<file path="src/sumo_reactive_drive_controller_top_macros.svh">
// Assertion macros used by the file that checks this block.
`ifndef SUMO_REACTIVE_DRIVE_CONTROLLER_TOP_MACROS_SVH
`define SUMO_REACTIVE_DRIVE_CONTROLLER_TOP_MACROS_SVH

// Same-cycle implication, sampled on the rising clock edge outside reset.
`define SRDC_ASSERT_SAME(label, ante, cons) \
    label: assert property (@(posedge clk) disable iff (!rst_n) (ante) |-> (cons)) \
        else $error("srdc: same-cycle check failed");

// Next-cycle implication, sampled on the rising clock edge outside reset.
`define SRDC_ASSERT_NEXT(label, ante, cons) \
    label: assert property (@(posedge clk) disable iff (!rst_n) (ante) |=> (cons)) \
        else $error("srdc: next-cycle check failed");

`endif

</file>
<file path="src/srdc_pkg.sv">
`timescale 1ns / 1ps
`default_nettype none

package srdc_pkg;

    localparam int IN_W  = 48;
    localparam int OUT_W = 40;
    localparam int CFG_IDX_W = 3;
    localparam int CFG_W = 16;

    typedef logic signed [10:0] speed_t;
    typedef logic [2:0] cmd_t;
    typedef logic [2:0] led_t;
    typedef logic [2:0] mode_t;

    localparam cmd_t CMD_NONE  = 3'd0;
    localparam cmd_t CMD_READY = 3'd1;
    localparam cmd_t CMD_RUN   = 3'd2;
    localparam cmd_t CMD_STOP  = 3'd3;
    localparam cmd_t CMD_ARC   = 3'd4;
    localparam cmd_t CMD_FWD   = 3'd5;
    localparam cmd_t CMD_S180  = 3'd6;
    localparam cmd_t CMD_S0    = 3'd7;

    localparam led_t LED_NONE    = 3'd0;
    localparam led_t LED_GREEN   = 3'd1;
    localparam led_t LED_RED     = 3'd2;
    localparam led_t LED_MAGENTA = 3'd3;
    localparam led_t LED_WHITE   = 3'd4;

    localparam logic [CFG_IDX_W-1:0] REG_TURN_TIME    = 3'd0;
    localparam logic [CFG_IDX_W-1:0] REG_ARC_TIME     = 3'd1;
    localparam logic [CFG_IDX_W-1:0] REG_FWD_TIME     = 3'd2;
    localparam logic [CFG_IDX_W-1:0] REG_REV_BOTH     = 3'd3;
    localparam logic [CFG_IDX_W-1:0] REG_REV_SIDE     = 3'd4;

    localparam logic [CFG_W-1:0] RST_TURN_TIME = 16'd100;
    localparam logic [CFG_W-1:0] RST_ARC_TIME  = 16'd200;
    localparam logic [CFG_W-1:0] RST_FWD_TIME  = 16'd150;
    localparam logic [CFG_W-1:0] RST_REV_BOTH  = 16'd200;
    localparam logic [CFG_W-1:0] RST_REV_SIDE  = 16'd300;

    localparam logic [7:0] SERVO_CENTRE = 8'd90;
    localparam logic [7:0] SERVO_MAX    = 8'd180;
    localparam logic [7:0] SERVO_MIN    = 8'd0;

    localparam speed_t SPD_0     = 11'sd0;
    localparam speed_t SPD_200   = 11'sd200;
    localparam speed_t SPD_300   = 11'sd300;
    localparam speed_t SPD_320   = 11'sd320;
    localparam speed_t SPD_400   = 11'sd400;
    localparam speed_t SPD_500   = 11'sd500;
    localparam speed_t SPD_600   = 11'sd600;
    localparam speed_t SPD_700   = 11'sd700;
    localparam speed_t SPD_800   = 11'sd800;
    localparam speed_t SPD_1000  = 11'sd1000;
    localparam speed_t SPD_N250  = -11'sd250;
    localparam speed_t SPD_N400  = -11'sd400;
    localparam speed_t SPD_N500  = -11'sd500;
    localparam speed_t SPD_N700  = -11'sd700;

endpackage

`default_nettype wire

</file>
<file path="src/sumo_reactive_drive_controller_top.sv">
`timescale 1ns / 1ps
`default_nettype none

// Reactive drive controller for a sumo robot. Each request on the slave stream is one pass of
// the control loop and yields exactly one request on the master stream in the cycle after it is
// taken. A new pass can be taken in every cycle in which the result register is empty or its
// request is taken by the master side at that same edge, so the result register is emptied and
// refilled together; while the master side holds a result back, the slave side waits.
// Throughput is one pass per clock while the master side takes each result, set by the single
// result register; the whole pass (mode filter, opening strategy, edge reverse, enemy search)
// is worked out between the slave port and that register. The user must write timing registers
// only while no pass is in flight, via the always-ready configuration channel (not enforced).

module sumo_reactive_drive_controller_top
(
    input  wire logic                           clk,
    input  wire logic                           rst_n,
    input  wire logic                           s_axis_tvalid,
    output logic                                s_axis_tready,
    // remote_cmd[2:0], enemy_bits[7:3], edge_right[8], edge_left[9], now_ms[41:10], zero pad
    input  wire logic [srdc_pkg::IN_W-1:0]      s_axis_tdata,
    output logic                                m_axis_tvalid,
    input  wire logic                           m_axis_tready,
    // drive_valid[0], speed_right[11:1], speed_left[22:12], servo_write[23],
    // servo_target[31:24], led_code[34:32], zero pad
    output logic [srdc_pkg::OUT_W-1:0]          m_axis_tdata,
    input  wire logic                           cfg_valid,
    output logic                                cfg_ready,
    input  wire logic [srdc_pkg::CFG_IDX_W-1:0] cfg_index,
    input  wire logic [srdc_pkg::CFG_W-1:0]     cfg_data
);

    logic [15:0] turn_time_reg;
    logic [15:0] arc_time_reg;
    logic [15:0] fwd_time_reg;
    logic [15:0] rev_both_reg;
    logic [15:0] rev_side_reg;

    srdc_pkg::mode_t    mode_reg, mode_next;
    logic               sel_reg, sel_next;
    logic [7:0]         servo_angle_reg, servo_angle_next;
    logic               servo_done_reg, servo_done_next;
    logic               strat_started_reg, strat_started_next;
    logic               strat_finished_reg, strat_finished_next;
    logic [31:0]        strat_start_reg, strat_start_next;
    logic               line_now_reg, line_now_next;
    logic               line_prev_reg, line_prev_next;
    logic [31:0]        rev_start_reg, rev_start_next;
    logic [15:0]        rev_len_reg, rev_len_next;
    logic               rev_act_reg, rev_act_next;
    logic               turning_reg, turning_next;
    logic [31:0]        turn_start_reg, turn_start_next;
    logic [4:0]         last_enemy_reg, last_enemy_next;
    srdc_pkg::speed_t   held_right_reg, held_right_next;
    srdc_pkg::speed_t   held_left_reg, held_left_next;

    logic                          out_valid_reg;
    logic [srdc_pkg::OUT_W-1:0]    out_data_reg;
    logic [srdc_pkg::OUT_W-1:0]    out_data_next;

    srdc_pkg::cmd_t     cmd_in;
    srdc_pkg::cmd_t     cmd;
    logic [4:0]         e;
    logic [4:0]         p;
    logic               er;
    logic               el;
    logic [31:0]        now;
    logic [15:0]        strat_len;
    logic [31:0]        elapsed_strat;
    logic [31:0]        elapsed_rev;
    logic [31:0]        elapsed_turn;
    logic               dv;
    logic               sw;
    logic [7:0]         st;
    srdc_pkg::led_t     led;
    srdc_pkg::speed_t   sr;
    srdc_pkg::speed_t   sl;
    logic               in_acc;

    assign s_axis_tready = !out_valid_reg || m_axis_tready;
    assign in_acc        = s_axis_tvalid && s_axis_tready;
    assign m_axis_tvalid = out_valid_reg;
    assign m_axis_tdata  = out_data_reg;
    assign cfg_ready     = 1'b1;

    assign cmd_in = s_axis_tdata[2:0];
    assign e      = s_axis_tdata[7:3];
    assign er     = s_axis_tdata[8];
    assign el     = s_axis_tdata[9];
    assign now    = s_axis_tdata[41:10];
    assign p      = last_enemy_reg;

    always_comb
    begin
        mode_next           = mode_reg;
        sel_next            = sel_reg;
        servo_angle_next    = servo_angle_reg;
        servo_done_next     = servo_done_reg;
        strat_started_next  = strat_started_reg;
        strat_finished_next = strat_finished_reg;
        strat_start_next    = strat_start_reg;
        line_now_next       = line_now_reg;
        line_prev_next      = line_prev_reg;
        rev_start_next      = rev_start_reg;
        rev_len_next        = rev_len_reg;
        rev_act_next        = rev_act_reg;
        turning_next        = turning_reg;
        turn_start_next     = turn_start_reg;
        last_enemy_next     = last_enemy_reg;
        held_right_next     = held_right_reg;
        held_left_next      = held_left_reg;
        strat_len           = '0;
        elapsed_strat       = '0;
        elapsed_rev         = '0;
        elapsed_turn        = '0;
        dv                  = 1'b0;
        sw                  = 1'b0;
        st                  = '0;
        led                 = srdc_pkg::LED_NONE;
        sr                  = srdc_pkg::SPD_0;
        sl                  = srdc_pkg::SPD_0;

        // Once running, everything but stop reads as run; once stopped, everything is stop.
        if (mode_reg == srdc_pkg::CMD_RUN && cmd_in != srdc_pkg::CMD_STOP)
        begin
            cmd = srdc_pkg::CMD_RUN;
        end
        else if (mode_reg == srdc_pkg::CMD_STOP)
        begin
            cmd = srdc_pkg::CMD_STOP;
        end
        else
        begin
            cmd = cmd_in;
        end

        unique case (cmd) inside
            srdc_pkg::CMD_READY:
            begin
                mode_next      = srdc_pkg::CMD_READY;
                led            = srdc_pkg::LED_GREEN;
                rev_start_next = now;
            end
            srdc_pkg::CMD_RUN:
            begin
                if (!servo_done_reg)
                begin
                    sw              = 1'b1;
                    st              = servo_angle_reg;
                    servo_done_next = 1'b1;
                end

                // Opening strategy.
                if (!strat_started_reg)
                begin
                    strat_start_next   = now;
                    strat_started_next = 1'b1;
                end
                if (!strat_finished_reg)
                begin
                    strat_len     = sel_reg ? fwd_time_reg : arc_time_reg;
                    elapsed_strat = now - strat_start_next;
                    if (elapsed_strat <= {16'd0, strat_len})
                    begin
                        held_right_next = srdc_pkg::SPD_400;
                        held_left_next  = sel_reg ? srdc_pkg::SPD_400 : srdc_pkg::SPD_300;
                    end
                    else
                    begin
                        strat_finished_next = 1'b1;
                    end
                end

                // Edge watch; the reverse start time lags the edge state by one pass.
                if (line_now_reg != line_prev_reg)
                begin
                    rev_start_next = now;
                end
                line_prev_next = line_now_reg;
                if (er || el)
                begin
                    rev_len_next  = rev_both_reg;
                    line_now_next = 1'b1;
                    rev_act_next  = 1'b1;
                end
                else
                begin
                    line_now_next = 1'b0;
                end

                // Reverse manoeuvre.
                elapsed_rev = now - rev_start_next;
                if (rev_act_next && elapsed_rev < {16'd0, rev_len_next})
                begin
                    if (er && el)
                    begin
                        rev_len_next    = rev_both_reg;
                        held_right_next = srdc_pkg::SPD_N500;
                        held_left_next  = srdc_pkg::SPD_N500;
                    end
                    else if (er)
                    begin
                        rev_len_next    = rev_side_reg;
                        held_right_next = srdc_pkg::SPD_N700;
                        held_left_next  = srdc_pkg::SPD_N250;
                    end
                    else if (el)
                    begin
                        rev_len_next    = rev_side_reg;
                        held_right_next = srdc_pkg::SPD_N250;
                        held_left_next  = srdc_pkg::SPD_N500;
                    end
                    else
                    begin
                        held_right_next = srdc_pkg::SPD_N400;
                        held_left_next  = srdc_pkg::SPD_N400;
                    end
                end
                else
                begin
                    rev_len_next = '0;
                    rev_act_next = 1'b0;
                end

                // Enemy search and attack.
                if (rev_act_next)
                begin
                    if (e[0])
                    begin
                        held_right_next = srdc_pkg::SPD_0;
                        held_left_next  = srdc_pkg::SPD_500;
                        last_enemy_next = e;
                    end
                    else if (e[4])
                    begin
                        held_right_next = srdc_pkg::SPD_500;
                        held_left_next  = srdc_pkg::SPD_0;
                        last_enemy_next = e;
                    end
                    else if (e[1] && e[2] && e[3])
                    begin
                        held_right_next = srdc_pkg::SPD_1000;
                        held_left_next  = srdc_pkg::SPD_1000;
                        last_enemy_next = e;
                    end
                    else if (e[2])
                    begin
                        held_right_next = srdc_pkg::SPD_700;
                        held_left_next  = srdc_pkg::SPD_700;
                        last_enemy_next = e;
                    end
                end
                else if (e == 5'd0)
                begin
                    if (!turning_reg)
                    begin
                        turn_start_next = now;
                        turning_next    = 1'b1;
                        if ((p[1] && p[2] && p[3]) ||
                            (p[2] && !p[1] && !p[3] && !p[4] && !p[0]))
                        begin
                            held_right_next = srdc_pkg::SPD_300;
                            held_left_next  = srdc_pkg::SPD_300;
                        end
                        else if (p[1] && p[2])
                        begin
                            held_right_next = srdc_pkg::SPD_320;
                            held_left_next  = srdc_pkg::SPD_400;
                        end
                        else if (p[2] && p[3])
                        begin
                            held_right_next = srdc_pkg::SPD_400;
                            held_left_next  = srdc_pkg::SPD_320;
                        end
                        else if (p[0])
                        begin
                            held_right_next = srdc_pkg::SPD_0;
                            held_left_next  = srdc_pkg::SPD_400;
                        end
                        else if (p[4])
                        begin
                            held_right_next = srdc_pkg::SPD_400;
                            held_left_next  = srdc_pkg::SPD_0;
                        end
                        else
                        begin
                            held_right_next = srdc_pkg::SPD_200;
                            held_left_next  = srdc_pkg::SPD_200;
                        end
                    end
                    elapsed_turn = now - turn_start_next;
                    if (turning_next && elapsed_turn >= {16'd0, turn_time_reg})
                    begin
                        turning_next    = 1'b0;
                        held_right_next = srdc_pkg::SPD_400;
                        held_left_next  = srdc_pkg::SPD_400;
                    end
                end
                else
                begin
                    turning_next = 1'b0;
                    if (e[0] && e[1])
                    begin
                        held_right_next = srdc_pkg::SPD_300;
                        held_left_next  = srdc_pkg::SPD_600;
                    end
                    else if (e[0])
                    begin
                        held_right_next = srdc_pkg::SPD_0;
                        held_left_next  = srdc_pkg::SPD_500;
                    end
                    else if (e[3] && e[4])
                    begin
                        held_right_next = srdc_pkg::SPD_600;
                        held_left_next  = srdc_pkg::SPD_300;
                    end
                    else if (e[4])
                    begin
                        held_right_next = srdc_pkg::SPD_500;
                        held_left_next  = srdc_pkg::SPD_0;
                    end
                    else if ((e[1] && e[2]) || (e[2] && e[3]))
                    begin
                        held_right_next = srdc_pkg::SPD_1000;
                        held_left_next  = srdc_pkg::SPD_1000;
                    end
                    else if (e[2])
                    begin
                        held_right_next = srdc_pkg::SPD_800;
                        held_left_next  = srdc_pkg::SPD_800;
                    end
                    last_enemy_next = e;
                end

                dv        = 1'b1;
                sr        = held_right_next;
                sl        = held_left_next;
                mode_next = srdc_pkg::CMD_RUN;
            end
            srdc_pkg::CMD_STOP:
            begin
                dv                  = 1'b1;
                led                 = srdc_pkg::LED_RED;
                rev_len_next        = '0;
                rev_act_next        = 1'b0;
                mode_next           = srdc_pkg::CMD_STOP;
                strat_started_next  = 1'b0;
                strat_finished_next = 1'b0;
            end
            srdc_pkg::CMD_ARC, srdc_pkg::CMD_FWD:
            begin
                sel_next  = cmd[0];
                mode_next = cmd;
                led       = srdc_pkg::LED_MAGENTA;
            end
            srdc_pkg::CMD_S180, srdc_pkg::CMD_S0:
            begin
                servo_angle_next = (cmd == srdc_pkg::CMD_S180) ? srdc_pkg::SERVO_MAX
                                                               : srdc_pkg::SERVO_MIN;
                led              = srdc_pkg::LED_WHITE;
                mode_next        = cmd;
            end
            default:
            begin
            end
        endcase

        out_data_next = {5'd0, led, st, sw, sl, sr, dv};
    end

    always_ff @(posedge clk or negedge rst_n)
    begin
        if (!rst_n)
        begin
            turn_time_reg <= srdc_pkg::RST_TURN_TIME;
            arc_time_reg  <= srdc_pkg::RST_ARC_TIME;
            fwd_time_reg  <= srdc_pkg::RST_FWD_TIME;
            rev_both_reg  <= srdc_pkg::RST_REV_BOTH;
            rev_side_reg  <= srdc_pkg::RST_REV_SIDE;
        end
        else if (cfg_valid)
        begin
            unique case (cfg_index)
                srdc_pkg::REG_TURN_TIME: turn_time_reg <= cfg_data;
                srdc_pkg::REG_ARC_TIME:  arc_time_reg  <= cfg_data;
                srdc_pkg::REG_FWD_TIME:  fwd_time_reg  <= cfg_data;
                srdc_pkg::REG_REV_BOTH:  rev_both_reg  <= cfg_data;
                srdc_pkg::REG_REV_SIDE:  rev_side_reg  <= cfg_data;
                default:
                begin
                end
            endcase
        end
    end

    always_ff @(posedge clk or negedge rst_n)
    begin
        if (!rst_n)
        begin
            mode_reg           <= srdc_pkg::CMD_NONE;
            sel_reg            <= 1'b0;
            servo_angle_reg    <= srdc_pkg::SERVO_CENTRE;
            servo_done_reg     <= 1'b0;
            strat_started_reg  <= 1'b0;
            strat_finished_reg <= 1'b0;
            strat_start_reg    <= '0;
            line_now_reg       <= 1'b0;
            line_prev_reg      <= 1'b0;
            rev_start_reg      <= '0;
            rev_len_reg        <= '0;
            rev_act_reg        <= 1'b0;
            turning_reg        <= 1'b0;
            turn_start_reg     <= '0;
            last_enemy_reg     <= '0;
            held_right_reg     <= srdc_pkg::SPD_0;
            held_left_reg      <= srdc_pkg::SPD_0;
        end
        else if (in_acc)
        begin
            mode_reg           <= mode_next;
            sel_reg            <= sel_next;
            servo_angle_reg    <= servo_angle_next;
            servo_done_reg     <= servo_done_next;
            strat_started_reg  <= strat_started_next;
            strat_finished_reg <= strat_finished_next;
            strat_start_reg    <= strat_start_next;
            line_now_reg       <= line_now_next;
            line_prev_reg      <= line_prev_next;
            rev_start_reg      <= rev_start_next;
            rev_len_reg        <= rev_len_next;
            rev_act_reg        <= rev_act_next;
            turning_reg        <= turning_next;
            turn_start_reg     <= turn_start_next;
            last_enemy_reg     <= last_enemy_next;
            held_right_reg     <= held_right_next;
            held_left_reg      <= held_left_next;
        end
    end

    always_ff @(posedge clk or negedge rst_n)
    begin
        if (!rst_n)
        begin
            out_valid_reg <= 1'b0;
        end
        else if (s_axis_tready)
        begin
            out_valid_reg <= s_axis_tvalid;
        end
    end

    always_ff @(posedge clk)
    begin
        if (in_acc)
        begin
            out_data_reg <= out_data_next;
        end
    end

`include "sumo_reactive_drive_controller_top_macros.svh"

    `SRDC_ASSERT_NEXT(a_stop_sticky, mode_reg == srdc_pkg::CMD_STOP, mode_reg == srdc_pkg::CMD_STOP)
    `SRDC_ASSERT_NEXT(a_servo_once, in_acc && servo_done_reg, !m_axis_tdata[23])
    `SRDC_ASSERT_SAME(a_rev_len_active, rev_len_reg != 16'd0, rev_act_reg)
    `SRDC_ASSERT_SAME(a_idle_speeds, m_axis_tvalid && !m_axis_tdata[0], m_axis_tdata[22:1] == 22'd0)

endmodule

`default_nettype wire
</file>
<file path="config.mk">
export PLATFORM = sky130hd
export DESIGN_NAME = sumo_reactive_drive_controller_top
export DESIGN_NICKNAME = d
export VERILOG_FILES = /design/src/srdc_pkg.sv /design/src/sumo_reactive_drive_controller_top.sv
export VERILOG_INCLUDE_DIRS = /design/src /design/src/src
export SDC_FILE = /design/constraint.sdc
export NUM_CORES = 1
export LEC_CHECK = 0
export BUFFER_PORTS_ARGS = -buffer_cell sky130_fd_sc_hd__buf_2
export CORE_UTILIZATION = 30
export DETAILED_ROUTE_END_ITERATION = 10
export SYNTH_ARGS = -nofsm -noshare
export SYNTH_HDL_FRONTEND = slang
export SYNTH_SLANG_ARGS = --single-unit
</file>
<file path="constraint.sdc">
create_clock -name clk -period 5.8 [get_ports clk]
set_input_delay 0 -clock clk [delete_from_list [all_inputs] [get_ports clk]]
set_output_delay 0 -clock clk [all_outputs]
set_load 0.005 [all_outputs]
</file>
=== Word level (Yosys, flattened, before mapping) ===
Index checks and enable logic that the tools add are counted.

* Output and inout port bits: 43
* Register bits after elaboration: 274
* Input bits: 72

* $lt $le $gt $ge: 3
* Eq/ne operators: 17
* Reduce and logical (&&, ||, !) cells: 50
* $add $sub $neg: 3
* Mux-type cells: 96
* Bitwise operators: 2

{| class="wikitable"
|+ Operator list
! operator !! count
|-
| $mux 11 || 34
|-
| $mux 32 || 8
|-
| $mux 16 || 7
|-
| $mux 9 || 12
|-
| $sub 32x32->32 || 3
|-
| $pmux 32 s2 || 1
|-
| $ge 32x16->1 || 1
|-
| $le 32x16->1 || 1
|-
| $lt 32x16->1 || 1
|-
| $pmux 16 s2 || 1
|-
| $mux 5 || 6
|-
| $mux 8 || 3
|-
| $pmux 3 s4 || 2
|-
| $reduce_and 2->1 || 11
|-
| $mux 10 || 2
|-
| $eq 3x2->1 const B || 6
|-
| $logic_and 1x1->1 || 17
|-
| $eq 3x3->1 const B || 5
|-
| $mux 1 || 14
|-
| $reduce_and 4->1 || 2
|-
| $reduce_or 2->1 || 4
|-
| $mux 7 || 1
|-
| $eq 3x1->1 const B || 2
|-
| $mux 3 || 2
|-
| other kinds (14) || 25
|}

=== Logic depth before layout (Yosys ltp) ===
* Depth after elaboration: 18
* Mapped depth: 28

=== Worst setup path after synthesis ===
No wires, ideal clock.

* Path kind: register -> register
* Start: register line_prev_reg
* End: register out_data_reg (netlist bit m_axis_tdata[19]) (data pin)
* Buffers on the path: 4
* Setup slack: -0.212 ns
* Required time: 5.535 ns
* Cell stages (with the launch flop): 25
* Arrival time: 5.747 ns
* Clock period less this slack: 6.012 ns
* Cell sequence: dfrtp_1 > xnor2_2 > clkbuf_1 > buf_1 > mux2i_1 > ha_1 > clkbuf_1 > a21o_1 > a21oi_1 > a21oi_1 > or2_4 > or3_4 > xor2_1 > ha_1 > a221oi_1 > o221ai_1 > a211o_1 > a2111oi_0 > nand4_1 > nor4_1 > and4b_1 > clkbuf_1 > nand3_1 > a22oi_1 > nor3_1

* Longest elaborated chain between the ends: 15
* Elaborated cells on any way between the ends: 23
* Classes of those cells: add/sub (1); order compare (1); eq/ne (1); mux (19); reduce/logical (1)

{| class="wikitable"
|+ RTL lines
! what !! RTL line !! source
|-
| start: declaration || sumo_reactive_drive_controller_top.sv:47 || <nowiki>logic line_prev_reg, line_prev_next;</nowiki>
|-
| start signal: assignment || sumo_reactive_drive_controller_top.sv:428 || <nowiki>line_prev_reg <= line_prev_next;</nowiki>
|-
| $ne 1x1->1 * || sumo_reactive_drive_controller_top.sv:175 || <nowiki>if (line_now_reg != line_prev_reg)</nowiki>
|-
| $mux 32 * || sumo_reactive_drive_controller_top.sv:175 ||
|-
| $mux 32 * || sumo_reactive_drive_controller_top.sv:137 || <nowiki>unique case (cmd) inside</nowiki>
|-
| $sub 32x32->32 * || sumo_reactive_drive_controller_top.sv:192 || <nowiki>elapsed_rev = now - rev_start_next;</nowiki>
|-
| $lt 32x16->1 * || sumo_reactive_drive_controller_top.sv:193 || <nowiki>if (rev_act_next && elapsed_rev < {16'd0, rev_len_next})</nowiki>
|-
| $logic_and 1x1->1 * || sumo_reactive_drive_controller_top.sv:193 ||
|-
| $mux 11 || sumo_reactive_drive_controller_top.sv:193 ||
|-
| $mux 11 || sumo_reactive_drive_controller_top.sv:327 || <nowiki>else if (e[2])</nowiki>
|-
| $mux 11 || sumo_reactive_drive_controller_top.sv:322 || <nowiki>else if ((e[1] && e[2]) || (e[2] && e[3]))</nowiki>
|-
| $mux 11 || sumo_reactive_drive_controller_top.sv:317 || <nowiki>else if (e[4])</nowiki>
|-
| $mux 11 || sumo_reactive_drive_controller_top.sv:312 || <nowiki>else if (e[3] && e[4])</nowiki>
|-
| $mux 11 || sumo_reactive_drive_controller_top.sv:307 || <nowiki>else if (e[0])</nowiki>
|-
| $mux 11 || sumo_reactive_drive_controller_top.sv:302 || <nowiki>if (e[0] && e[1])</nowiki>
|-
| $mux 11 || sumo_reactive_drive_controller_top.sv:253 || <nowiki>else if (e == 5'd0)</nowiki>
|-
| $mux 11 * || sumo_reactive_drive_controller_top.sv:226 || <nowiki>if (rev_act_next)</nowiki>
|-
| end signal: assignment || sumo_reactive_drive_controller_top.sv:456 || <nowiki>out_data_reg <= out_data_next;</nowiki>
|-
| end: declaration || sumo_reactive_drive_controller_top.sv:58 || <nowiki>logic [srdc_pkg::OUT_W-1:0] out_data_reg;</nowiki>
|}

Every way passes the cells marked *; elsewhere a longest branch is shown, timed or not. The select of a mux whose other input is x is not followed.
A chain may end at the register's enable or synchronous reset.

=== Worst setup path in the final report ===
* Start: register turning_reg
* End: register out_data_reg (netlist bit m_axis_tdata[12]) (data pin)

* Longest elaborated chain between the ends: 10
* Elaborated cells on any way between the ends: 11
* Classes of those cells: add/sub (1); order compare (1); mux (8); reduce/logical (1)

{| class="wikitable"
|+ RTL lines
! what !! RTL line !! source
|-
| start: declaration || sumo_reactive_drive_controller_top.sv:51 || <nowiki>logic turning_reg, turning_next;</nowiki>
|-
| start signal: assignment || sumo_reactive_drive_controller_top.sv:432 || <nowiki>turning_reg <= turning_next;</nowiki>
|-
| $mux 32 || sumo_reactive_drive_controller_top.sv:255 || <nowiki>if (!turning_reg)</nowiki>
|-
| $mux 32 || sumo_reactive_drive_controller_top.sv:253 ||
|-
| $mux 32 || sumo_reactive_drive_controller_top.sv:226 ||
|-
| $mux 32 || sumo_reactive_drive_controller_top.sv:137 ||
|-
| $sub 32x32->32 || sumo_reactive_drive_controller_top.sv:291 || <nowiki>elapsed_turn = now - turn_start_next;</nowiki>
|-
| $ge 32x16->1 || sumo_reactive_drive_controller_top.sv:292 || <nowiki>if (turning_next && elapsed_turn >= {16'd0, turn_time_reg})</nowiki>
|-
| $logic_and 1x1->1 || sumo_reactive_drive_controller_top.sv:292 ||
|-
| $mux 11 * || sumo_reactive_drive_controller_top.sv:292 ||
|-
| $mux 11 * || sumo_reactive_drive_controller_top.sv:253 ||
|-
| $mux 11 * || sumo_reactive_drive_controller_top.sv:226 ||
|}

Marked as above.

==> metrics <==
CP startpoint kind=flip-flop; Max Cap Viol=0; syn avg cell area=a little under 9 sq um; worst-path fanout max=12; fraction of layout cells with a size suffix above 1=0.193; Seq cells post-synth=264; commonest non-fill, non-tap cell in the layout=nand2_1; Yosys cell types=roughly 110; Synth Area in Compound Gates=0.217; Worst EP required=6.18 ns; Hold Fails Final Rpt=0; Ys Warns=0; Post-synth EDFFs=30; io pins=between 100 and 150; dominant synthesized flop cell=dfrtp_1; sequential fraction of the synthesis area=0.325; Min-Delay Path Class=input pin to flip-flop; Core Area=68,700 sq um; slowest cell delay on critical path=between 0.5 and 0.6 ns; worst-path cell chain=buf_12, buf_4, mux2i_2, ha_1, nand2_1, or4_4, a31o_4, nand2_1, xor2_1, ha_1, a32oi_2, o211ai_1, or4_1, or4_1, nor3_2, nand4_1, buf_6, o21ai_2, nand4_1, buf_4, nor3_1; Die Wd=266 microns; Critical-path top delay cell=or4_4; Clk Latency, worst-skew pair=0.56 ns; antenna violation net count after detailed routing=0; Die H=266 microns; Adder-Cell Fraction of Synth Area=0.0902; post-synthesis simple-gate area fraction=0.182; Cell Area, Synth=20,900 sq um; status=finished, final reports clean; Worst slew margin=0.269; starting density of the core=0.304; Worst Path Arrival=roughly 6 ns; H-Tree Depth=2; Max Fclk=0.180 GHz; buffers added on ports=101; Placed Area=22,700 sq um; Routed WL per cell=18.5 microns; Finished Layout Cells=3,515; vias in the first global route=17,900; Synth Instances=between 2,000 and 2,500; CTS tree=built; Final Instance Area=between 20,000 and 25,000 sq um; Worst Path Buf+Inv=4; Detail Placement HPWL=49,300 microns; drt initial violations=1,308; CTS Root Cell=clkbuf_16; Final Cycle Share=0.960; Synth Area in XOR/XNOR=0.0243; vias=18,900; clock slew at the register clock pins of the worst setup and hold paths=0.06 ns; ys async rst share=0.886; Pre-antenna DRT Iters=5; Tot GR Track Use=0.180; largest family of logic cells by synthesized area=compound AO/OA/AOI/OAI gates; gpl congestion=0.983; antenna cells=0; peak supply drop=0.000208 V; number of antenna violations at the first check in global routing=1; Period minus WS final=5.57 ns; # clock sinks=264; Area Overhead vs Synth=19.6%; first-pass GRT wire length=101,000 microns; Power per Cell Area=between 400 and 500 nW/um^2; most frequent cells in the layout=nand2_1 (268), dfrtp_1 (211), o21ai_0 (209); Final #Nets=2,776; WHS=0.0313 ns; crit-path leading delay family=simple AND/OR/NAND/NOR gates; floorplan row count=96; mux share of post-synthesis cell area=0.122; Layout Skew=approximately 0.029 ns; GRT overflow=0; drt drc=0; Final Max Tran Viols=0; CTS Buffer Depth=3; largest net degree at the start of global routing=89; CP Capture Type=flip-flop; endpoints failing setup=0; CP Class=flip-flop to flip-flop; Placed Instances=3,368; Die Area=70,600 sq um; CTS Buf Count=35; actual slew at the worst max-slew pin=1.09 ns; total wire length=65,200 microns; vias per cell=5.38; Lkg Pwr=0.0104 uW
-- cell type report --
type                    instances  area [sq um]
multi-input cells            1927         13600
repair buffers                263          2010
fillers                      7155         43700
flip-flops and latches        264          6790
clock buffers                  46           948
clock inverters                18           199
well taps                     931          1160
inverters                      66           248
-- routing by layer --
layer	GRT usage	up-vias	share of wire
li1	-	9227	-
met1	0.242	9118	0.45
met2	0.300	490	0.47
met3	0.0220	91	0.051
met4	0.0562	0	0.025
met5	0	-	0
-- synthesized netlist by cell type (25+ instances only) --
cell,count,area share
dfrtp_1,215,0.26
nand2b_1,27,0.0081
xnor2_1,30,0.013
o21ai_0,216,0.052
a21o_1,33,0.012
nor2b_1,25,0.0075
nor3_1,49,0.012
edfxtp_1,30,0.043
nand4_1,47,0.014
ha_1,144,0.086
o21a_1,26,0.0094
clkbuf_1,93,0.017
o211ai_1,26,0.0094
a21oi_1,178,0.043
a31oi_1,28,0.0084
mux2i_1,134,0.064
nand3_1,51,0.012
nand2_1,271,0.049
xor2_1,26,0.011
mux2_2,103,0.056
inv_1,64,0.012
nor2_1,152,0.027
a211oi_1,40,0.014
-- kinds of logic after synthesis --
kind of cell    after synthesis
simple gates                764
compound gates              708
flops                       264
mux                         241
buf+inv                     196
fa+ha+maj                   149
xor+xnor                     57
other cells                   2
-- worst paths after layout --
kind,from,endpoint,slack (ns),cells after the start
worst min register to register,strat_start_reg[17],strat_start_reg[17],0.48,2
worst max-delay path,turning_reg,m_axis_tdata[12],0.23,21
worst min-delay path,cfg_index[1],turn_time_reg[5],0.03,5
worst max register to register,turning_reg,m_axis_tdata[12],0.23,21
max in group asynchronous,rst_n,turning_reg,4.26,3
min in group asynchronous,rst_n,mode_reg[1],0.04,2
-- per-stage QoR --
| step | setup TNS [ns] | setup WS, ns | util | power [uW] |
|---|---|---|---|---|
| floorplan | 0 | 0.0320 | - | 7330 |
| global placement | 0 | 0.0501 | 0.330 | 8980 |
| detailed placement | 0 | 0.0169 | 0.330 | 9000 |
| CTS | 0 | 0.0274 | 0.355 | 11300 |
| global route | -0.465 | -0.0506 | 0.363 | 12500 |
| finish | 0 | 0.232 | 0.363 | 11600 |
-- worst min-delay path, cell delays in order --
cell and delay (ns):
buf_2 0.13, nor3b_2 0.05, buf_4 0.21, nand2_1 0.09, o21ai_0 0.07
-- timing repair --
item,4_1_cts,5_1_grt
setup endpoints to repair,1,99
buffers inserted,0,20
hold endpoints to repair,259,0
hold buffers,59,0
pin swaps,0,21
resized for setup,1,74
cloned,0,4
-- where the power goes --
| part | switching (uW) | internal, uW |
|---|---|---|
| clock | 890 | 1300 |
| sequential | 322 | 2370 |
| combinational | 3860 | 2860 |
No activity file was read; power rests on OpenSTA's default activity.
